File: src/rtl/bpwr_pkg.sv
// ----------------------------------------------------------------------------
// bpwr_pkg
// Shared types and constants of the byte pipe with waiting readers.
// ----------------------------------------------------------------------------
package bpwr_pkg;

   localparam int FifoDepthDefault   = 1024;
   localparam int WaiterSlotsDefault = 8;
   localparam int MaxRequestDefault  = 64;

   localparam int ByteW = 8;
   localparam int IdW   = 8;
   localparam int LenW  = 7;
   localparam int ModeW = 2;
   localparam int KindW = 3;

   typedef enum logic [ModeW-1:0] {
      MODE_WRITE = 2'd0,
      MODE_READ  = 2'd1,
      MODE_CLOSE = 2'd2
   } mode_type;

   typedef enum logic [KindW-1:0] {
      KIND_DATA       = 3'd0,
      KIND_BLOCKED    = 3'd1,
      KIND_WOKEN      = 3'd2,
      KIND_OVERFLOW   = 3'd3,
      KIND_TABLE_FULL = 3'd4
   } kind_type;

   typedef enum logic [1:0] {
      ST_IDLE,
      ST_READ,
      ST_SCAN
   } state_type;

   typedef struct packed {
      logic write_byte;
      logic overflow;
      logic read_start;
      logic read_step;
      logic insert;
      logic emit_full;
      logic clear;
      logic scan_start;
      logic wake_all;
      logic scan_step;
   } cmd_type;

   typedef struct packed {
      logic fifo_full;
      logic len_zero;
      logic enough;
      logic table_full;
      logic any_fit;
      logic read_last;
      logic scan_last;
   } status_type;

endpackage

File: src/rtl/bpwr_ctrl.sv
// ----------------------------------------------------------------------------
// bpwr_ctrl
// Controller: decodes each request and sequences read and wake-scan runs.
// ----------------------------------------------------------------------------
module bpwr_ctrl (
   input  logic                          clock,
   input  logic                          reset,
   input  logic                          start,
   output logic                          busy,
   input  logic [bpwr_pkg::ModeW-1:0]    req_mode,
   input  logic                          req_message_end,
   input  bpwr_pkg::status_type          status,
   output bpwr_pkg::cmd_type             cmd
);
   import bpwr_pkg::*;

   state_type state_ff;
   state_type state_in;

   always_ff @(posedge clock) begin
      if (reset) begin
         state_ff <= ST_IDLE;
      end else begin
         state_ff <= state_in;
      end
   end

   assign busy = (state_ff != ST_IDLE);

   // next state
   always_comb begin
      state_in = state_ff;
      case (state_ff)
         ST_IDLE: begin
            if (start) begin
               case (mode_type'(req_mode))
                  MODE_WRITE: begin
                     if (req_message_end) state_in = ST_SCAN;
                  end
                  MODE_READ: begin
                     if (!status.len_zero && status.enough) state_in = ST_READ;
                  end
                  MODE_CLOSE: state_in = ST_SCAN;
                  default: state_in = ST_IDLE;
               endcase
            end
         end
         ST_READ: begin
            if (status.read_last) state_in = ST_IDLE;
         end
         ST_SCAN: begin
            if (status.scan_last) state_in = ST_IDLE;
         end
         default: state_in = ST_IDLE;
      endcase
   end

   // commands
   always_comb begin
      cmd = '0;
      case (state_ff)
         ST_IDLE: begin
            if (start) begin
               case (mode_type'(req_mode))
                  MODE_WRITE: begin
                     if (status.fifo_full) cmd.overflow = 1'b1;
                     else cmd.write_byte = 1'b1;
                     if (req_message_end) cmd.scan_start = 1'b1;
                  end
                  MODE_READ: begin
                     if (!status.len_zero) begin
                        if (status.enough) cmd.read_start = 1'b1;
                        else if (status.table_full) cmd.emit_full = 1'b1;
                        else cmd.insert = 1'b1;
                     end
                  end
                  MODE_CLOSE: begin
                     cmd.clear      = 1'b1;
                     cmd.scan_start = 1'b1;
                     cmd.wake_all   = 1'b1;
                  end
                  default: cmd = '0;
               endcase
            end
         end
         ST_READ: cmd.read_step = 1'b1;
         ST_SCAN: cmd.scan_step = 1'b1;
         default: cmd = '0;
      endcase
   end

endmodule

File: config.mk
export PLATFORM = sky130hd
export DESIGN_NAME = bpwr_ctrl
export DESIGN_NICKNAME = d
export VERILOG_FILES = /design/src/rtl/bpwr_pkg.sv /design/src/rtl/bpwr_ctrl.sv
export SDC_FILE = /design/constraint.sdc
export NUM_CORES = 1
export LEC_CHECK = 0
export BUFFER_PORTS_ARGS = -buffer_cell sky130_fd_sc_hd__clkbuf_2
export CORE_AREA = 3 3 40 42
export CTS_BUF_LIST = sky130_fd_sc_hd__clkbuf_16
export DETAILED_ROUTE_END_ITERATION = 10
export DIE_AREA = 0 0 43 45
export PLACE_DENSITY = 0.46
export SYNTH_ARGS = -nofsm -noshare
export SYNTH_HDL_FRONTEND = slang
export SYNTH_SLANG_ARGS = --single-unit
File: constraint.sdc
create_clock -name clock -period 1.6 [get_ports clock]
set_input_delay 0 -clock clock [delete_from_list [all_inputs] [get_ports clock]]
set_output_delay 0 -clock clock [all_outputs]
set_load 0.02 [all_outputs]
==> results.py, run 1 <==
metrics = {
    "cts": {
        "cts_tree": "done",
        "h-tree-depth": 1,
        "post-cts-setup-buffers": 0,
        "clkTransAtPathRegs_ns": 0.03,
        "clk_path_buf_depth": 2,
        "ctsResizeCount": 0,
        "cts_sinks": 2,
        "root_buffer": "clkbuf_16",
        "clk-insertion-delay-late_ns": 0.22,
        "hold_buffers": 0,
        "numCtsBuffers": 3,
    },
    "critical_path": {
        "critPathMaxFanout": 5,
        "rrSetupSlack_ns": 0.57,
        "path_delay_family": "simple AND/OR/NAND/NOR gates",
        "path_depth": 4,
        "cp-end-kind": "primary output",
        "cpPeakStageDelay_ns": 0.33,
        "cp_data_arrival_time_ns": 1.32,
        "cp.required_ns": 1.60,
        "crit_type": "register to primary output",
        "crit_buf_inv": 1,
        "cp_slowest_cell": "dfxtp_1",
        "worstRegToRegCells": 3,
        "regToRegStartpoint": "state_ff[0]$_SDFFE_PP0P_",
        "r2r-end": "state_ff[1]$_SDFFE_PP0P_",
        "cp-startpoint": "state_ff[0]$_SDFFE_PP0P_",
        "setup.worst_path.end": "cmd[8]",
        "path_cells": "nor3b_4 > nand2b_2 > nor3b_2 > clkbuf_2",
        "startpoint_type": "register",
    },
    "floorplan": {
        "initial_core_util_pct": 15.8,
        "ios": 24,
        "die_h_um": 45,
        "dieWidth_um": 43,
        "row_count": 13,
        "die-area_um2": 1940,
        "core_um2": 1280,
    },
    "hold_path": {
        "hold_depth": 2,
        "hold_class": "input port to register",
    },
    "routing": {
        "top_layer_used": "met4",
        "met3_length_um": 96,
        "met1Wirelength_um": 240,
        "drt_iter0_drc": 1,
        "final_antenna_net_count": 0,
        "vias": 248,
        "wirelength_um": 581,
        "viasPerCell": 3.88,
        "drc_errors": 0,
        "met2_length_um": 232,
        "wl_per_cell_um": 9.08,
        "first_pass_iters": 2,
    },
    "timing": {
        "drv_slew": 0,
        "fmaxAchievable_mhz": 757,
        "fin_crit_sh_pct": 82.6,
        "finalClockSkew_ns": 0.00203,
        "fin_crit_ns": 1.32,
        "hold_viol_final": 0,
        "relSlewSlack_pct": 75.3,
        "tightestPinTransition_ns": 0.366,
        "tns_ns": 0,
        "rsz0062_at_grt": "false",
        "finalSetupViolCount": 0,
    },
    "grt": {
        "grt_max_degree": 7,
        "antenna_found_initial": 0,
        "grt.overflow.total": 0,
        "grt.total_usage_pct": 6.89,
        "grt_pass1_vias": 231,
        "grt_pass1_wl_um": 903,
    },
    "place": {
        "io_buffers": 22,
        "gp_congestion": 0.604,
        "hpwl_um": 480,
    },
    "layout": {
        "top_register": "state_ff",
        "num-nets-final": 64,
        "reg_top3": "state_ff x2",
        "antenna_cells": 0,
        "area_growth_pct": 96.9,
        "layout-drive-gt1-share_pct": 65.3,
        "largest_register_ffs": 2,
        "fin_util_pct": 31.1,
    },
    "synthesis": {
        "syn-num-nets": 38,
        "seq_area_frac_synth_pct": 19.8,
        "ys_seq_elements": 2,
        "netlist_instances": 25,
        "syn-cell-area_um2": 203,
        "ys_types": 18,
        "avgSynthCellArea_um2": 8.11,
        "ys_warn_count": 0,
    },
    "run_status": {
        "status": "completed",
    },
    "power": {
        "powerDensity_nw_per_um2": 1220,
        "peakVddDrop_v": 0.000505,
        "p_leak_uw": 0.000225,
    },
    "job": {
        "maxCapViolCount": 0,
    },
}
## cells in the final DEF, fill, tap and decap left out, types with 2 or more instances in the layout
master     instances
dfxtp_1            2
nand2_1            2
nor2b_1            2
nor2_1             5
clkbuf_2          22
clkbuf_16          3
## synthesized netlist by cell type, drive strengths merged
cell type,count,share of area (%)
nand2,2,3.7
nor2,5,9.3
and2b,1,4.3
dfxtp,2,20
o31ai,1,6.2
nor4b,1,4.3
nor2b,2,6.2
inv,1,1.9
or2,1,3.1
nand2b,1,4.3
o21ba,1,4.9
nor3b,3,19
nor3,1,2.5
buf,1,3.7
and3,2,6.8
## through the flow
stage	cells	total power [uW]	setup WS, ns	area (um2)	hold slack [ns]
5_1_grt	64	506	0.189	399	0.0368
4_1_cts	64	496	0.265	399	0.0163
6_report	64	485	0.279	399	0.0134
2_1_floorplan	25	89.0	0.379	203	0.0511
3_3_place_gp	61	115	0.503	324	0.237
3_5_place_dp	61	115	0.505	324	0.244
## power breakdown
| group | internal (uW) | switching [uW] | total, uW | leakage (uW) |
|---|---|---|---|---|
| clock | 318 | 53.4 | 371 | 0.0000370 |
| combinational | 27.7 | 32.0 | 59.7 | 0.000172 |
| sequential | 52.1 | 2.29 | 54.4 | 0.0000163 |
| total | 397 | 87.7 | 485 | 0.000225 |
## per-layer routing
metal	vias up	track usage (%)
li1	134	-
met2	17	9.88
met1	95	6.94
met4	0	7.23
met5	-	0
met3	2	3.59
## cells by family after synthesis
kind of cell | share of synthesized area (%)
AO/OA/AOI/OAI | 11.1
AND/OR/NAND/NOR | 63.6
buffers and inverters | 5.56
flip-flops | 19.8
## final cells by class
| cell class | count | area [um2] |
|---|---|---|
| fill | 143 | 886 |
| timing repair buffer | 22 | 110 |
| clock buffer | 3 | 75.1 |
| tap | 15 | 18.8 |
| multi-input combinational | 21 | 151 |
| inverter | 1 | 3.75 |
| sequential | 2 | 40.0 |
## worst min-delay path by stage
stage / startpoint / end / slack [ns]
final: reset / state_ff[1]$_SDFFE_PP0P_ / 0.01
after global routing: reset / state_ff[1]$_SDFFE_PP0P_ / 0.04
after CTS: reset / state_ff[1]$_SDFFE_PP0P_ / 0.02
after detailed placement: reset / state_ff[1]$_SDFFE_PP0P_ / 0.24
after global placement: reset / state_ff[1]$_SDFFE_PP0P_ / 0.24
after floorplan: req_mode[1] / cmd[8] / 0.05
No activity file was read; power rests on OpenSTA's default activity.
==> run 2: changes to the inputs <==
Clock period 1.6 ns to 1.35 ns, I/O delays scaled along.
==> results.py, run 2 (same netlist as run 1, synthesis figures left out) <==
metrics = {
    "critical_path": {
        "crit_type": "register to primary output",
        "cp.required_ns": 1.35,
        "cpPeakStageDelay_ns": 0.33,
        "cp_data_arrival_time_ns": 1.27,
        "path_delay_family": "simple AND/OR/NAND/NOR gates",
        "worstRegToRegCells": 3,
        "regToRegStartpoint": "state_ff[1]$_SDFFE_PP0P_",
        "path_cells": "nor3b_4 > nand2b_4 > nor3_1 > clkbuf_2",
        "rrSetupSlack_ns": 0.34,
        "r2r-end": "state_ff[0]$_SDFFE_PP0P_",
        "cp_slowest_cell": "dfxtp_1",
        "crit_buf_inv": 1,
        "cp-end-kind": "primary output",
        "startpoint_type": "register",
        "critPathMaxFanout": 5,
    },
    "place": {
        "place_area_um2": 324,
        "io_buffers": 22,
        "hpwl_um": 480,
        "pre_cts_slack_ns": 0.255,
        "gp_congestion": 0.604,
    },
    "run_status": {
        "status": "completed",
    },
    "power": {
        "powerDensity_nw_per_um2": 1390,
        "p_leak_uw": 0.000238,
        "peakVddDrop_v": 0.000598,
        "power_uw": 580,
    },
    "grt": {
        "grt_pass1_wl_um": 903,
        "antenna_found_initial": 0,
        "grt.overflow.total": 0,
        "grt_pass1_vias": 231,
        "grt_max_degree": 7,
        "grt.total_usage_pct": 6.89,
    },
    "cts": {
        "cts_sinks": 2,
        "clkTransAtPathRegs_ns": 0.03,
        "cts_tree": "done",
        "hold_buffers": 0,
        "root_buffer": "clkbuf_16",
        "clk_path_buf_depth": 2,
        "h-tree-depth": 1,
        "numCtsBuffers": 3,
        "clk-insertion-delay-late_ns": 0.22,
    },
    "floorplan": {
        "core_um2": 1280,
        "initial_core_util_pct": 15.8,
        "die-area_um2": 1940,
        "row_count": 13,
        "ios": 24,
        "die_h_um": 45,
        "dieWidth_um": 43,
    },
    "timing": {
        "finalClockSkew_ns": 0.00170,
        "final.setup.worst_slack_ns": 0.0784,
        "fmaxAchievable_mhz": 786,
        "relSlewSlack_pct": 74.6,
        "tns_ns": 0,
        "drv_slew": 0,
        "hold_viol_final": 0,
        "fin_crit_sh_pct": 94.2,
        "tightestPinTransition_ns": 0.376,
        "fin_crit_ns": 1.27,
        "finalSetupViolCount": 0,
    },
    "layout": {
        "design_area_um2": 417,
        "reg_top3": "state_ff x2",
        "top_register": "state_ff",
        "area_growth_pct": 106,
        "nFillCells": 139,
        "antenna_cells": 0,
        "layout-drive-gt1-share_pct": 66.0,
        "multi_input_area_um2": 156,
        "seq_area_um2": 40.0,
        "final_cell_mix": "clkbuf_2, nor2_1, clkbuf_16, buf_4",
        "layout_commonest_cell": "clkbuf_2",
        "largest_register_ffs": 2,
        "num-nets-final": 65,
    },
    "routing": {
        "final_antenna_net_count": 0,
        "vias": 253,
        "first_pass_iters": 2,
        "drt_iter0_drc": 1,
        "wirelength_um": 579,
        "drc_errors": 0,
        "wl_per_cell_um": 8.91,
        "viasPerCell": 3.89,
    },
    "hold_path": {
        "hold_depth": 2,
        "hold_class": "input port to register",
        "hp-start": "reset",
        "min_to": "state_ff[1]$_SDFFE_PP0P_",
    },
    "job": {
        "maxCapViolCount": 0,
    },
}
-- run 2: changes by cell type in the layout (fill, tap and decap cells not counted), sizes merged --
| cell | previous run | this run |
|---|---|---|
| buf | 0 | 4 |
| clkbuf | 25 | 22 |
-- run 2: layer usage --
layer / vias up / share of wire, % / GRT usage, %
met2: 17 / 41 / 9.88
li1: 136 / - / -
met3: 2 / 17 / 3.59
met5: - / 0 / 0
met1: 98 / 40 / 6.94
met4: 0 / 1.9 / 7.23
-- run 2: per-stage QoR --
| step | hold slack [ns] | std cells | utilization (%) |
|---|---|---|---|
| 2_1_floorplan | 0.0511 | 25 | - |
| 3_3_place_gp | 0.237 | 61 | 25.2 |
| 3_5_place_dp | 0.244 | 61 | 25.2 |
| 4_1_cts | 0.0163 | 64 | 31.1 |
| 5_1_grt | 0.0346 | 65 | 32.4 |
| 6_report | 0.0116 | 65 | 32.4 |
-- run 2: power by group --
group / switching, uW / internal [uW]
clock: 62.7 / 376
combinational: 39.4 / 37.6
sequential: 2.68 / 61.7
total: 105 / 476
-- run 2: final cells by class --
class,instances,area share [%]
repair buffers,23,29.4
multi-input cells,21,37.5
flip-flops and latches,2,9.61
inverters,1,0.901
clock buffers,3,18.0
well taps,15,4.50
-- run 2: timing repair --
item	4_1_cts	5_1_grt
resized for setup	0	6
setup buffers	0	1
setup endpoints to repair	0	4
-- run 2: worst max path at each step --
stage	from	end	slack (ns)	cells past startpoint
2_1_floorplan	state_ff[0]$_SDFFE_PP0P_	cmd[3]	0.13	4
3_3_place_gp	state_ff[0]$_SDFFE_PP0P_	cmd[8]	0.25	4
3_5_place_dp	state_ff[0]$_SDFFE_PP0P_	cmd[8]	0.25	4
4_1_cts	state_ff[0]$_SDFFE_PP0P_	cmd[8]	0.02	4
5_1_grt	state_ff[1]$_SDFFE_PP0P_	cmd[5]	-0.002	5
6_report	state_ff[1]$_SDFFE_PP0P_	cmd[9]	0.08	4
-- run 2: worst reg2reg max path, cell delays in order, from the launching register on --
cell and delay (ns):
dfxtp_1 0.33, nor3b_4 0.27, and3_1 0.22, o21ba_1 0.13
